===== src/rtl/core/printer_link_frame_deframer_defines.svh =====
// assertion helpers shared by the deframer modules
`ifndef PRINTER_LINK_FRAME_DEFRAMER_DEFINES_SVH
`define PRINTER_LINK_FRAME_DEFRAMER_DEFINES_SVH

// same-cycle implication, checked out of reset
`define PLFD_ASSERT_IMPL(name, ante, cons, msg) \
    name: assert property (@(posedge clk) disable iff (!rst_n) (ante) |-> (cons)) \
        else $error(msg);

// next-cycle implication, checked out of reset
`define PLFD_ASSERT_NEXT(name, ante, cons, msg) \
    name: assert property (@(posedge clk) disable iff (!rst_n) (ante) |=> (cons)) \
        else $error(msg);

`endif


===== src/rtl/core/plfd_pkg.sv =====
`default_nettype none

package plfd_pkg;

    localparam int ADDR_W = 5;
    localparam int DATA_W = 32;
    localparam int QUEUE_DEPTH = 2;

    // checksum bytes plus the end byte
    localparam logic [15:0] TRAILER_BYTES = 16'd5;

    localparam logic [7:0]  START_RESET  = 8'd2;
    localparam logic [7:0]  END_RESET    = 8'd3;
    localparam logic [7:0]  PLAIN_RESET  = 8'd0;
    localparam logic [7:0]  PACKED_RESET = 8'd1;
    localparam logic [15:0] LIMIT_RESET  = 16'd2048;

    // register index within the configuration space
    localparam logic [2:0] REG_START_MARKER = 3'd0;
    localparam logic [2:0] REG_END_MARKER   = 3'd1;
    localparam logic [2:0] REG_TYPE_PLAIN   = 3'd2;
    localparam logic [2:0] REG_TYPE_PACKED  = 3'd3;
    localparam logic [2:0] REG_LENGTH_LIMIT = 3'd4;

    localparam logic EV_PAYLOAD = 1'b0;
    localparam logic EV_FRAME   = 1'b1;

    typedef struct packed {
        logic [7:0]  start_marker;
        logic [7:0]  end_marker;
        logic [7:0]  type_plain;
        logic [7:0]  type_packed;
        logic [15:0] length_limit;
    } cfg_t;

    typedef struct packed {
        logic        kind;
        logic [7:0]  data;
        logic [15:0] offset;
        logic [7:0]  ftype;
        logic [7:0]  findex;
        logic [15:0] flength;
    } rec_t;

    typedef enum logic [6:0] {
        ST_IDLE    = 7'b0000001,
        ST_TYPE    = 7'b0000010,
        ST_INDEX   = 7'b0000100,
        ST_LEN_LO  = 7'b0001000,
        ST_LEN_HI  = 7'b0010000,
        ST_PAYLOAD = 7'b0100000,
        ST_TRAILER = 7'b1000000
    } fstate_t;

endpackage

`default_nettype wire


===== src/rtl/core/plfd_regs.sv =====
`default_nettype none

module plfd_regs
    import plfd_pkg::*;
(
    input  wire logic              clk,
    input  wire logic              rst_n,
    input  wire logic              psel,
    input  wire logic              penable,
    input  wire logic              pwrite,
    input  wire logic [ADDR_W-1:0] paddr,
    input  wire logic [DATA_W-1:0] pwdata,
    output logic      [DATA_W-1:0] prdata,
    output logic                   pready,
    output cfg_t                   cfg
);

    cfg_t       cfg_reg;
    logic       wr_en;
    logic [2:0] reg_sel;

    assign pready  = 1'b1;
    assign wr_en   = psel && penable && pwrite;
    assign reg_sel = paddr[4:2];
    assign cfg     = cfg_reg;

    always_ff @(posedge clk or negedge rst_n)
    begin
        if (!rst_n)
        begin
            cfg_reg.start_marker <= START_RESET;
            cfg_reg.end_marker   <= END_RESET;
            cfg_reg.type_plain   <= PLAIN_RESET;
            cfg_reg.type_packed  <= PACKED_RESET;
            cfg_reg.length_limit <= LIMIT_RESET;
        end
        else if (wr_en)
        begin
            case (reg_sel)
                REG_START_MARKER: cfg_reg.start_marker <= pwdata[7:0];
                REG_END_MARKER:   cfg_reg.end_marker   <= pwdata[7:0];
                REG_TYPE_PLAIN:   cfg_reg.type_plain   <= pwdata[7:0];
                REG_TYPE_PACKED:  cfg_reg.type_packed  <= pwdata[7:0];
                REG_LENGTH_LIMIT: cfg_reg.length_limit <= pwdata[15:0];
                default:          ;
            endcase
        end
    end

    always_comb
    begin
        case (reg_sel)
            REG_START_MARKER: prdata = {24'h0, cfg_reg.start_marker};
            REG_END_MARKER:   prdata = {24'h0, cfg_reg.end_marker};
            REG_TYPE_PLAIN:   prdata = {24'h0, cfg_reg.type_plain};
            REG_TYPE_PACKED:  prdata = {24'h0, cfg_reg.type_packed};
            REG_LENGTH_LIMIT: prdata = {16'h0, cfg_reg.length_limit};
            default:          prdata = '0;
        endcase
    end

endmodule

`default_nettype wire


===== src/rtl/core/plfd_front.sv =====
`default_nettype none

`include "printer_link_frame_deframer_defines.svh"

module plfd_front
    import plfd_pkg::*;
(
    input  wire logic       clk,
    input  wire logic       rst_n,
    input  wire logic       accept,
    input  wire logic [7:0] rx_byte,
    input  wire cfg_t       cfg,
    output logic            res_valid,
    output rec_t            res
);

    fstate_t     state_reg, state_next;
    logic [15:0] count_reg, count_next;
    logic [7:0]  type_reg, type_next;
    logic [7:0]  index_reg, index_next;
    logic [15:0] len_reg, len_next;
    logic [15:0] count_inc;
    logic [15:0] len_full;
    logic        emit;

    assign count_inc = count_reg + 16'd1;
    assign len_full  = {rx_byte, len_reg[7:0]};

    always_comb
    begin
        state_next = state_reg;
        count_next = count_reg;
        type_next  = type_reg;
        index_next = index_reg;
        len_next   = len_reg;
        emit       = 1'b0;
        res.kind    = EV_PAYLOAD;
        res.data    = rx_byte;
        res.offset  = count_reg;
        res.ftype   = type_reg;
        res.findex  = index_reg;
        res.flength = len_reg;
        case (state_reg)
            ST_IDLE:
            begin
                if (rx_byte == cfg.start_marker)
                begin
                    state_next = ST_TYPE;
                    len_next   = 16'h0;
                end
            end
            ST_TYPE:
            begin
                type_next  = rx_byte;
                state_next = ST_INDEX;
            end
            ST_INDEX:
            begin
                index_next = rx_byte;
                state_next = ST_LEN_LO;
            end
            ST_LEN_LO:
            begin
                len_next   = {8'h0, rx_byte};
                state_next = ST_LEN_HI;
            end
            ST_LEN_HI:
            begin
                len_next   = len_full;
                count_next = 16'h0;
                // bad length skips straight to the trailer
                if (len_full != 16'h0 && len_full < cfg.length_limit)
                    state_next = ST_PAYLOAD;
                else
                    state_next = ST_TRAILER;
            end
            ST_PAYLOAD:
            begin
                emit = 1'b1;
                if (count_inc >= len_reg)
                begin
                    count_next = 16'h0;
                    state_next = ST_TRAILER;
                end
                else
                    count_next = count_inc;
            end
            ST_TRAILER:
            begin
                if (count_inc >= TRAILER_BYTES)
                begin
                    emit       = (rx_byte == cfg.end_marker);
                    res.kind   = EV_FRAME;
                    res.data   = 8'h0;
                    res.offset = 16'h0;
                    count_next = 16'h0;
                    state_next = ST_IDLE;
                end
                else
                    count_next = count_inc;
            end
            default:
            begin
                state_next = ST_IDLE;
                count_next = 16'h0;
            end
        endcase
    end

    assign res_valid = accept && emit;

    always_ff @(posedge clk or negedge rst_n)
    begin
        if (!rst_n)
        begin
            state_reg <= ST_IDLE;
            count_reg <= 16'h0;
        end
        else if (accept)
        begin
            state_reg <= state_next;
            count_reg <= count_next;
        end
    end

    always_ff @(posedge clk)
    begin
        if (accept)
        begin
            type_reg  <= type_next;
            index_reg <= index_next;
            len_reg   <= len_next;
        end
    end

    `PLFD_ASSERT_IMPL(a_payload_in_range, state_reg == ST_PAYLOAD, count_reg < len_reg,
        "payload count reached frame length")
    `PLFD_ASSERT_IMPL(a_trailer_in_range, state_reg == ST_TRAILER, count_reg < TRAILER_BYTES,
        "trailer count overran")
    `PLFD_ASSERT_IMPL(a_emit_phase, res_valid,
        state_reg == ST_PAYLOAD || state_reg == ST_TRAILER, "result outside payload or trailer")

endmodule

`default_nettype wire


===== src/rtl/core/plfd_queue.sv =====
`default_nettype none

`include "printer_link_frame_deframer_defines.svh"

module plfd_queue
    import plfd_pkg::*;
#(
    parameter int DEPTH = QUEUE_DEPTH
)
(
    input  wire logic clk,
    input  wire logic rst_n,
    input  wire logic wr_en,
    input  wire rec_t wr_data,
    output logic      full,
    input  wire logic rd_en,
    output rec_t      rd_data,
    output logic      valid
);

    localparam int PTR_W = (DEPTH > 1) ? $clog2(DEPTH) : 1;
    localparam int CNT_W = $clog2(DEPTH + 1);

    rec_t             mem_reg [DEPTH];
    logic [PTR_W-1:0] wr_ptr_reg, wr_ptr_next;
    logic [PTR_W-1:0] rd_ptr_reg, rd_ptr_next;
    logic [CNT_W-1:0] cnt_reg, cnt_next;
    logic             do_wr, do_rd;

    assign full    = (cnt_reg == CNT_W'(DEPTH));
    assign valid   = (cnt_reg != '0);
    assign do_wr   = wr_en && !full;
    assign do_rd   = rd_en && valid;
    assign rd_data = mem_reg[rd_ptr_reg];

    always_comb
    begin
        wr_ptr_next = wr_ptr_reg;
        rd_ptr_next = rd_ptr_reg;
        cnt_next    = cnt_reg;
        if (do_wr)
            wr_ptr_next = (wr_ptr_reg == PTR_W'(DEPTH - 1)) ? '0 : wr_ptr_reg + 1'b1;
        if (do_rd)
            rd_ptr_next = (rd_ptr_reg == PTR_W'(DEPTH - 1)) ? '0 : rd_ptr_reg + 1'b1;
        if (do_wr && !do_rd)
            cnt_next = cnt_reg + 1'b1;
        else if (do_rd && !do_wr)
            cnt_next = cnt_reg - 1'b1;
    end

    always_ff @(posedge clk or negedge rst_n)
    begin
        if (!rst_n)
        begin
            wr_ptr_reg <= '0;
            rd_ptr_reg <= '0;
            cnt_reg    <= '0;
        end
        else
        begin
            wr_ptr_reg <= wr_ptr_next;
            rd_ptr_reg <= rd_ptr_next;
            cnt_reg    <= cnt_next;
        end
    end

    always_ff @(posedge clk)
    begin
        if (do_wr)
            mem_reg[wr_ptr_reg] <= wr_data;
    end

    `PLFD_ASSERT_IMPL(a_no_write_when_full, wr_en, !full, "write into a full queue")
    `PLFD_ASSERT_IMPL(a_count_bound, 1'b1, cnt_reg <= CNT_W'(DEPTH), "queue count overflow")

endmodule

`default_nettype wire


===== src/rtl/core/plfd_back.sv =====
`default_nettype none

module plfd_back
    import plfd_pkg::*;
(
    input  wire logic clk,
    input  wire logic rst_n,
    input  wire cfg_t cfg,
    input  wire logic q_valid,
    input  wire rec_t q_data,
    output logic      q_pop,
    input  wire logic pop,
    output logic      empty,
    output logic        event_kind,
    output logic [7:0]  payload_byte,
    output logic [15:0] payload_offset,
    output logic        is_print_data,
    output logic [7:0]  frame_type,
    output logic [7:0]  frame_index,
    output logic [15:0] frame_length,
    output logic        length_ok
);

    logic out_valid_reg, out_valid_next;
    rec_t rec_reg;
    logic load;

    // refill whenever the output slot is free or being drained
    assign load           = !out_valid_reg || pop;
    assign q_pop          = q_valid && load;
    assign out_valid_next = load ? q_valid : out_valid_reg;

    always_ff @(posedge clk or negedge rst_n)
    begin
        if (!rst_n)
            out_valid_reg <= 1'b0;
        else
            out_valid_reg <= out_valid_next;
    end

    always_ff @(posedge clk)
    begin
        if (q_pop)
            rec_reg <= q_data;
    end

    assign empty          = !out_valid_reg;
    assign event_kind     = rec_reg.kind;
    assign payload_byte   = rec_reg.data;
    assign payload_offset = rec_reg.offset;
    assign frame_type     = rec_reg.ftype;
    assign frame_index    = rec_reg.findex;
    assign frame_length   = rec_reg.flength;
    // flags use the live registers; the user must keep them put while results are pending, not enforced here
    assign is_print_data  = (rec_reg.ftype == cfg.type_plain) ||
                            (rec_reg.ftype == cfg.type_packed);
    assign length_ok      = (rec_reg.flength != 16'h0) &&
                            (rec_reg.flength < cfg.length_limit);

endmodule

`default_nettype wire


===== src/rtl/core/printer_link_frame_deframer.sv =====
// Printer link deframer: takes one received byte per clock unless full (push/full), hunts
// for the start byte, captures type, index and a little-endian 16-bit length, and returns
// one transaction per payload byte plus one for each frame whose last trailer byte matches
// the end byte (empty/pop). A byte can be accepted every cycle while full is low; the
// parser updates its state in the cycle the byte is taken and writes the result into the
// queue at that same edge; from there it moves into the output register, and so onto the
// result ports, once that register is free or being popped. Results wait in a
// QUEUE_DEPTH-entry queue plus one output register, and full is raised only once all of
// those hold results the reader has not popped. Configuration registers sit on an APB port
// at byte offsets 0x00 to 0x10 and should only be changed while no results are outstanding.
`default_nettype none

module printer_link_frame_deframer
    import plfd_pkg::*;
#(
    parameter int QUEUE_DEPTH_P = QUEUE_DEPTH
)
(
    input  wire logic              clk,
    input  wire logic              rst_n,
    input  wire logic              psel,
    input  wire logic              penable,
    input  wire logic              pwrite,
    input  wire logic [ADDR_W-1:0] paddr,
    input  wire logic [DATA_W-1:0] pwdata,
    output logic      [DATA_W-1:0] prdata,
    output logic                   pready,
    input  wire logic              push,
    output logic                   full,
    input  wire logic [7:0]        rx_byte,
    output logic                   empty,
    input  wire logic              pop,
    output logic                   event_kind,
    output logic [7:0]             payload_byte,
    output logic [15:0]            payload_offset,
    output logic                   is_print_data,
    output logic [7:0]             frame_type,
    output logic [7:0]             frame_index,
    output logic [15:0]            frame_length,
    output logic                   length_ok
);

    cfg_t cfg;
    logic accept;
    logic res_valid;
    rec_t res;
    logic q_valid;
    rec_t q_data;
    logic q_pop;

    assign accept = push && !full;

    plfd_regs u_regs (
        .clk     (clk),
        .rst_n   (rst_n),
        .psel    (psel),
        .penable (penable),
        .pwrite  (pwrite),
        .paddr   (paddr),
        .pwdata  (pwdata),
        .prdata  (prdata),
        .pready  (pready),
        .cfg     (cfg)
    );

    plfd_front u_front (
        .clk       (clk),
        .rst_n     (rst_n),
        .accept    (accept),
        .rx_byte   (rx_byte),
        .cfg       (cfg),
        .res_valid (res_valid),
        .res       (res)
    );

    plfd_queue #(
        .DEPTH (QUEUE_DEPTH_P)
    ) u_queue (
        .clk     (clk),
        .rst_n   (rst_n),
        .wr_en   (res_valid),
        .wr_data (res),
        .full    (full),
        .rd_en   (q_pop),
        .rd_data (q_data),
        .valid   (q_valid)
    );

    plfd_back u_back (
        .clk            (clk),
        .rst_n          (rst_n),
        .cfg            (cfg),
        .q_valid        (q_valid),
        .q_data         (q_data),
        .q_pop          (q_pop),
        .pop            (pop),
        .empty          (empty),
        .event_kind     (event_kind),
        .payload_byte   (payload_byte),
        .payload_offset (payload_offset),
        .is_print_data  (is_print_data),
        .frame_type     (frame_type),
        .frame_index    (frame_index),
        .frame_length   (frame_length),
        .length_ok      (length_ok)
    );

endmodule

`default_nettype wire

===== config.mk =====
export PLATFORM = sky130hd
export DESIGN_NAME = printer_link_frame_deframer
export DESIGN_NICKNAME = d
export VERILOG_FILES = /design/src/rtl/core/plfd_pkg.sv /design/src/rtl/core/plfd_regs.sv /design/src/rtl/core/plfd_front.sv /design/src/rtl/core/plfd_queue.sv /design/src/rtl/core/plfd_back.sv /design/src/rtl/core/printer_link_frame_deframer.sv
export VERILOG_INCLUDE_DIRS = /design/src /design/src/rtl/core
export SDC_FILE = /design/constraint.sdc
export NUM_CORES = 1
export LEC_CHECK = 0
export BUFFER_PORTS_ARGS = -buffer_cell sky130_fd_sc_hd__buf_2
export CORE_MARGIN = 3
export CORE_UTILIZATION = 59
export CTS_CLUSTER_SIZE = 12
export DETAILED_ROUTE_END_ITERATION = 8
export MAX_ROUTING_LAYER = met4
export PLACE_DENSITY = 0.89
export REMOVE_ABC_BUFFERS = 1
export SYNTH_ARGS = -nofsm -noshare
export SYNTH_HDL_FRONTEND = slang
export SYNTH_SLANG_ARGS = --single-unit

===== constraint.sdc =====
create_clock -name clk -period 5.6 [get_ports clk]
set_clock_uncertainty 0.15 [all_clocks]
set_input_delay 1.12 -clock clk [delete_from_list [all_inputs] [get_ports clk]]
set_output_delay 1.12 -clock clk [all_outputs]
set_load 0.005 [all_outputs]

### Word level (Yosys, flattened, before mapping)

Memories as Yosys holds them, arrays and structs flattened. A register that Yosys moved wholly into a read port is not among the register bits.
Cells that the tools add are included.
W data, S select, Z words.

| word-level totals | value |
|---|---|
| word-level logic and storage cells | 103 |
| register bits | 108 |
| RAM bits | 114 |
| memories | 1 |

| cells by class | value |
|---|---|
| muxes and demuxes | 21 |
| reductions and logical operators | 36 |
| eq/ne operators | 19 |
| bitwise gates (word level) | 2 |
| order comparisons | 4 |
| $add $sub $neg | 5 |

Memory list:

| memory | words | width | rd ports | clocked after Yosys merged registers in | wr ports | RTL line | source |
|---|---|---|---|---|---|---|---|
| u_queue.mem_reg | 2 | 57 | 1 | 1 | 1 | plfd_queue.sv:24 | `rec_t mem_reg [DEPTH];` |

Operators with widths:

| cell | count |
|---|---|
| $pmux W16 S3 | 2 |
| $pmux W16 S5 | 1 |
| $mux W25 | 2 |
| $pmux W7 S7 | 1 |
| $mux W16 | 3 |
| $eq A8 B8 Y1 | 4 |
| $lt A16 B16 Y1 | 2 |
| $reduce_bool A16 Y1 | 2 |
| $mux W7 | 4 |
| $add A16 B1 Y16 const B | 1 |
| $ge A16 B16 Y1 | 1 |
| $ge A16 B3 Y1 const B | 1 |
| $reduce_and A2 Y1 | 8 |
| $logic_and A1 B1 Y1 | 11 |
| $reduce_and A4 Y1 | 2 |
| $eq A7 B1 Y1 const B | 1 |
| $eq A7 B2 Y1 const B | 1 |
| $eq A7 B3 Y1 const B | 1 |
| $eq A7 B4 Y1 const B | 1 |
| $eq A7 B5 Y1 const B | 1 |
| $eq A7 B6 Y1 const B | 1 |
| $eq A7 B7 Y1 const B | 1 |
| $eq A3 B2 Y1 const B | 2 |
| $ne A2 B1 Y1 const B | 3 |
| 17 further kinds | 30 |

### Logic depth before layout (Yosys ltp)

| logic depth | value |
|---|---|
| depth after elaboration | 10 |
| gate-level depth with buffers | 16 |

### By module

From an unflattened synthesis, not the netlist that was laid out.

| second synthesis, totals | value |
|---|---|
| cells, all modules | 920 |
| area, all modules | 13032.5 µm² |

Modules (own cells, without submodules):

| module | instances | cells each | area each (µm²) | seq. area each (µm²) |
|---|---|---|---|---|
| plfd_queue | 1 | 196 | 4386.7 | 3523.4 |
| plfd_front | 1 | 407 | 3867.5 | 1537.7 |
| plfd_regs | 1 | 175 | 2396.0 | 1207.4 |
| plfd_back | 1 | 141 | 2368.5 | 1736.7 |
| printer_link_frame_deframer | 1 | 1 | 13.8 | 0.0 |

### Least setup slack after synthesis

No wires, ideal clock.

| path | value |
|---|---|
| kind | input -> register |
| start point | input rx_byte[7] |
| end point | memory u_queue.mem_reg[0][0] (netlist bit), enable pin |
| path buffers | 0 |
| library setup time | 479 ps |
| required time | 4971 ps |
| arrival time | 4685 ps |
| stages | 6 |
| setup slack | 286 ps |
| cells stage by stage | xor2_1 > nor4_1 > nand2_1 > a311o_1 > a21oi_2 > nor2b_1 |

| between the ends | value |
|---|---|
| word-level cells in the longest chain between the ends | 7 |

Ends and longest elaborated chain:

| item | RTL line | source |
|---|---|---|
| start, declared | printer_link_frame_deframer.sv:30 | `input wire logic [7:0] rx_byte,` |
| $eq A8 B8 Y1 | plfd_front.sv:92 | `emit = (rx_byte == cfg.end_marker);` |
| $mux W1 | plfd_front.sv:90 | `if (count_inc >= TRAILER_BYTES)` |
| $pmux W1 S2 | plfd_front.sv:43 | `case (state_reg)` |
| $logic_and A1 B1 Y1 | plfd_front.sv:110 | `assign res_valid = accept && emit;` |
| $logic_and A1 B1 Y1 | plfd_queue.sv:32 | `assign do_wr = wr_en && !full;` |
| named net u_queue.do_wr | plfd_queue.sv:28 | `logic do_wr, do_rd;` |
| $mux W1 | plfd_queue.sv:69 | `if (do_wr)` |
| $mux W1 (implied by the code) | plfd_queue.sv:70 | `mem_reg[wr_ptr_reg] <= wr_data;` |
| end, declared | plfd_queue.sv:24 |  |

The timed path passes the listed nets, and every way through them passes these cells.

### Final worst setup path

| path | value |
|---|---|
| start point | register u_front.count_reg[2] |
| end point | register u_front.state_reg[3] |

| between the ends | value |
|---|---|
| word-level cells in the longest chain between the ends | 4 |
| elaborated cells between the ends (all ways) | 6 |

Ends and longest elaborated chain:

| item | RTL line | source |
|---|---|---|
| start, declared | plfd_front.sv:18 | `logic [15:0] count_reg, count_next;` |
| start signal, assigned | plfd_front.sv:122 | `count_reg <= count_next;` |
| $add A16 B1 Y16 (*) | plfd_front.sv:26 | `assign count_inc = count_reg + 16'd1;` |
| $ge A16 B3 Y1 / $ge A16 B16 Y1 (equally long branches) | plfd_front.sv:90, plfd_front.sv:80 |  |
| $ne A2 B1 Y1 (no line) | -- |  |
| $reduce_and A4 Y1 (no line) (*) | -- |  |
| end signal, assigned | plfd_front.sv:121 | `state_reg <= state_next;` |
| end, declared | plfd_front.sv:17 | `fstate_t state_reg, state_next;` |

Mark *: on every way between the ends. The rest lies on a longest branch, timed or not.
A chain may end at the register's enable or synchronous reset.

==> flow_summary.ini <==
[sta]
fmax_ghz = 0.245
maxSlewViolCount = 0
period_share_pct = 73.0
rsz0062_at_grt = no
timing.final.ws_setup_ns = 1.51
hold_slack_ns = 0.296
fin_tns_setup_ns = 0
worst_pin_slew_ns = 1.03
min_period_ns = 4.09
hold_viol = 0
setup_violations = 0
max-slew-margin-rel_pct = 31.2

[synthesis]
synth.area.top_cells = edfxtp_1 (48%), dfrtp_1 (14%), mux2_2 (8.0%)
synth_seq_area_share_pct = 62.8
synth-compound-area-share_pct = 6.37
synth-simple-area-share_pct = 9.35
synthAdderAreaFrac_pct = 4.91
syn_avg_cell_area_um2 = 13.9
ys_top_cells_by_count = edfxtp_1 (203), mux2_2 (91), dfrtp_1 (70)
synth_mux_area_share_pct = 9.57
yosysWarnings = 0
synthFlopType = edfxtp_1
async_reset_ff_share_pct = 27.2
yosysMostFrequentCell = edfxtp_1
syn_inst = 918
yosysTopAreaCellShare_pct = 47.8
synth_xor_area_share_pct = 3.50
synth_top_area_cell = edfxtp_1
synth_seq_cells = 279
synth_top_family_by_area = multiplexers
synth_edf_count = 203
synth_area_um2 = 12700
yosysUniqueCellTypes = 67

[min_path]
hold_path_class = flop to flop

[cells_and_area]
fin_cells = 1332
utilization_pct = 68.0
fillCellCount = 1435
diodes = 0
largest_reg_flops = 114
nNetsFinal = 1137
final_area_um2 = 14400
syn2layout_area_growth_pct = 12.8
drive_gt1_share_pct = 25.5

[placement]
port_buffers = 110
dp_slack_ns = 1.53
dp_hpwl_um = 18800
dpl.cell_count = 1279
gp_congestion = 0.895
dpl_cell_area_um2 = 13500

[pwr]
p_total_mw = 5.92
p_leak_nw = 5.88
powerDensity_nw_per_um2 = 411
ir_worst_vdd_mv = 0.290

[drt]
wirelength_um = 27600
drcViolationCount = 0
wire_per_inst_um = 20.8
ant_nets = 0
via_per_inst = 5.94
drtIter0Drc = 662
dr_total_vias = 7909
dr.pass1.iters = 5

[global_route]
overflow = 0
grt_pass1_wl_um = 43800
grt_max_degree = 77
grt_util_all_layers_pct = 24.1
grt_antenna_before_repair = 0
grt_pass1_vias = 8014

[clocking]
clockBufferDepth = 3
clk_root_buffer_cell = clkbuf_16
cts-resized-gates = 0
postCtsSetupBuffers = 0
numCtsBuffers = 28
h-tree-depth = 1
clkLatencyLatePin_ns = 0.54
cts.clk_slew.worst_paths_ns = 0.06
cts_sinks = 279
ctsHoldBuffers = 0
cts_tree = done

[floorplanning]
ios = 146
start_util_pct = 60.3
die_area_um2 = 23400
die_h_um = 153
die_x_um = 153
num_rows = 53
fp.coreArea_um2 = 21200

[worst_setup_path]
end_kind = flop
cp.arrival_ns = 4.35
required_ns = 5.86
path_max_fanout = 9
critPathSlowestCell = dfrtp_1
cp_cell_sequence = nand4_1 -> nor3_1 -> a31oi_1 -> or2_2 -> ha_1 -> and4_1 -> nand2_1 -> a211o_1 -> o2111ai_1 -> nand2b_1 -> o21bai_2 -> mux2_1
slowest_delay_ns = 0.49
start_kind = flop
critical_path_class = flop to flop

[run_status]
outcome = completed

[run]
maxCapViolCount = 0
-- critical path: cells and delay by family (launching register included) --
kind            cells  cell delay (ns)
simple gates        6             1.64
fa+ha+maj           1             0.29
flops               1             0.49
mux                 1             0.34
compound gates      4             1.05
-- logic make-up (layout without fill, tap and decap cells) --
| logic type | count (synthesis) | after routing |
|---|---|---|
| compound gates | 120 | 120 |
| xor+xnor | 51 | 51 |
| fa+ha+maj | 50 | 50 |
| buf+inv | 96 | 220 |
| flops | 279 | 279 |
| mux | 109 | 109 |
| other cells | 2 | 17 |
| simple gates | 211 | 211 |
-- placed cells by master, fill, tap and decap left out, drive strengths merged, types with 7 or more instances in the layout --
master  instances
a21oi          24
and3            9
mux2i          15
clkbuf         47
nand3          12
nand4          10
nand2b          7
xor2           26
dfrtp          70
a22o           10
and2           19
nor2b          27
nor3            9
ha             50
conb           17
xnor2          25
edfxtp        203
o21ai          37
buf           118
o22ai           9
nor2           35
inv            50
mux2           93
nand2          41
nor4           17
-- final cells by class --
class / instances / area [um^2] / area share [%]
Multi-Input combinational cell: 558 / 4380 / 30.5
Sequential cell: 279 / 8010 / 55.7
Clock buffer: 47 / 782 / 5.44
Clock inverter: 5 / 58.8 / 0.409
Tap cell: 275 / 344 / 2.39
Timing Repair Buffer: 118 / 623 / 4.33
Inverter: 50 / 188 / 1.30
-- path summary, 6_finish.rpt --
kind                                                        from                                end  slack (ns)  cells after the start
worst max register to register  u_front.count_reg[2]$_DFFE_PN0P_   u_front.state_reg[3]$_DFFE_PN0P_        1.51                     12
min in group asynchronous                                  rst_n  u_front.count_reg[11]$_DFFE_PN0P_        0.58                      1
worst max-delay path            u_front.count_reg[2]$_DFFE_PN0P_   u_front.state_reg[3]$_DFFE_PN0P_        1.51                     12
worst min-delay path              u_front.index_reg[0]$_DFFE_PP_   u_queue.mem_reg[1][16]$_DFFE_PP_        0.30                      0
worst min register to register    u_front.index_reg[0]$_DFFE_PP_   u_queue.mem_reg[1][16]$_DFFE_PP_        0.30                      0
max in group asynchronous                                  rst_n     u_queue.rd_ptr_reg$_DFFE_PN0P_        4.03                      1
-- per-layer routing --
metal | GRT usage, % | part of all wire, % | up-vias
met5 | - | 0 | -
met4 | 7.93 | 3.2 | 0
met3 | 3.68 | 8.1 | 71
met2 | 39.5 | 50 | 366
met1 | 31.5 | 39 | 3886
li1 | - | - | 3586
-- power by group --
| part | internal [mW] | switching, mW |
|---|---|---|
| sequential | 2.63 | 0.285 |
| combinational | 0.586 | 0.697 |
| clock | 0.992 | 0.730 |
| total | 4.21 | 1.71 |
Power figures use the tool's default switching activity.
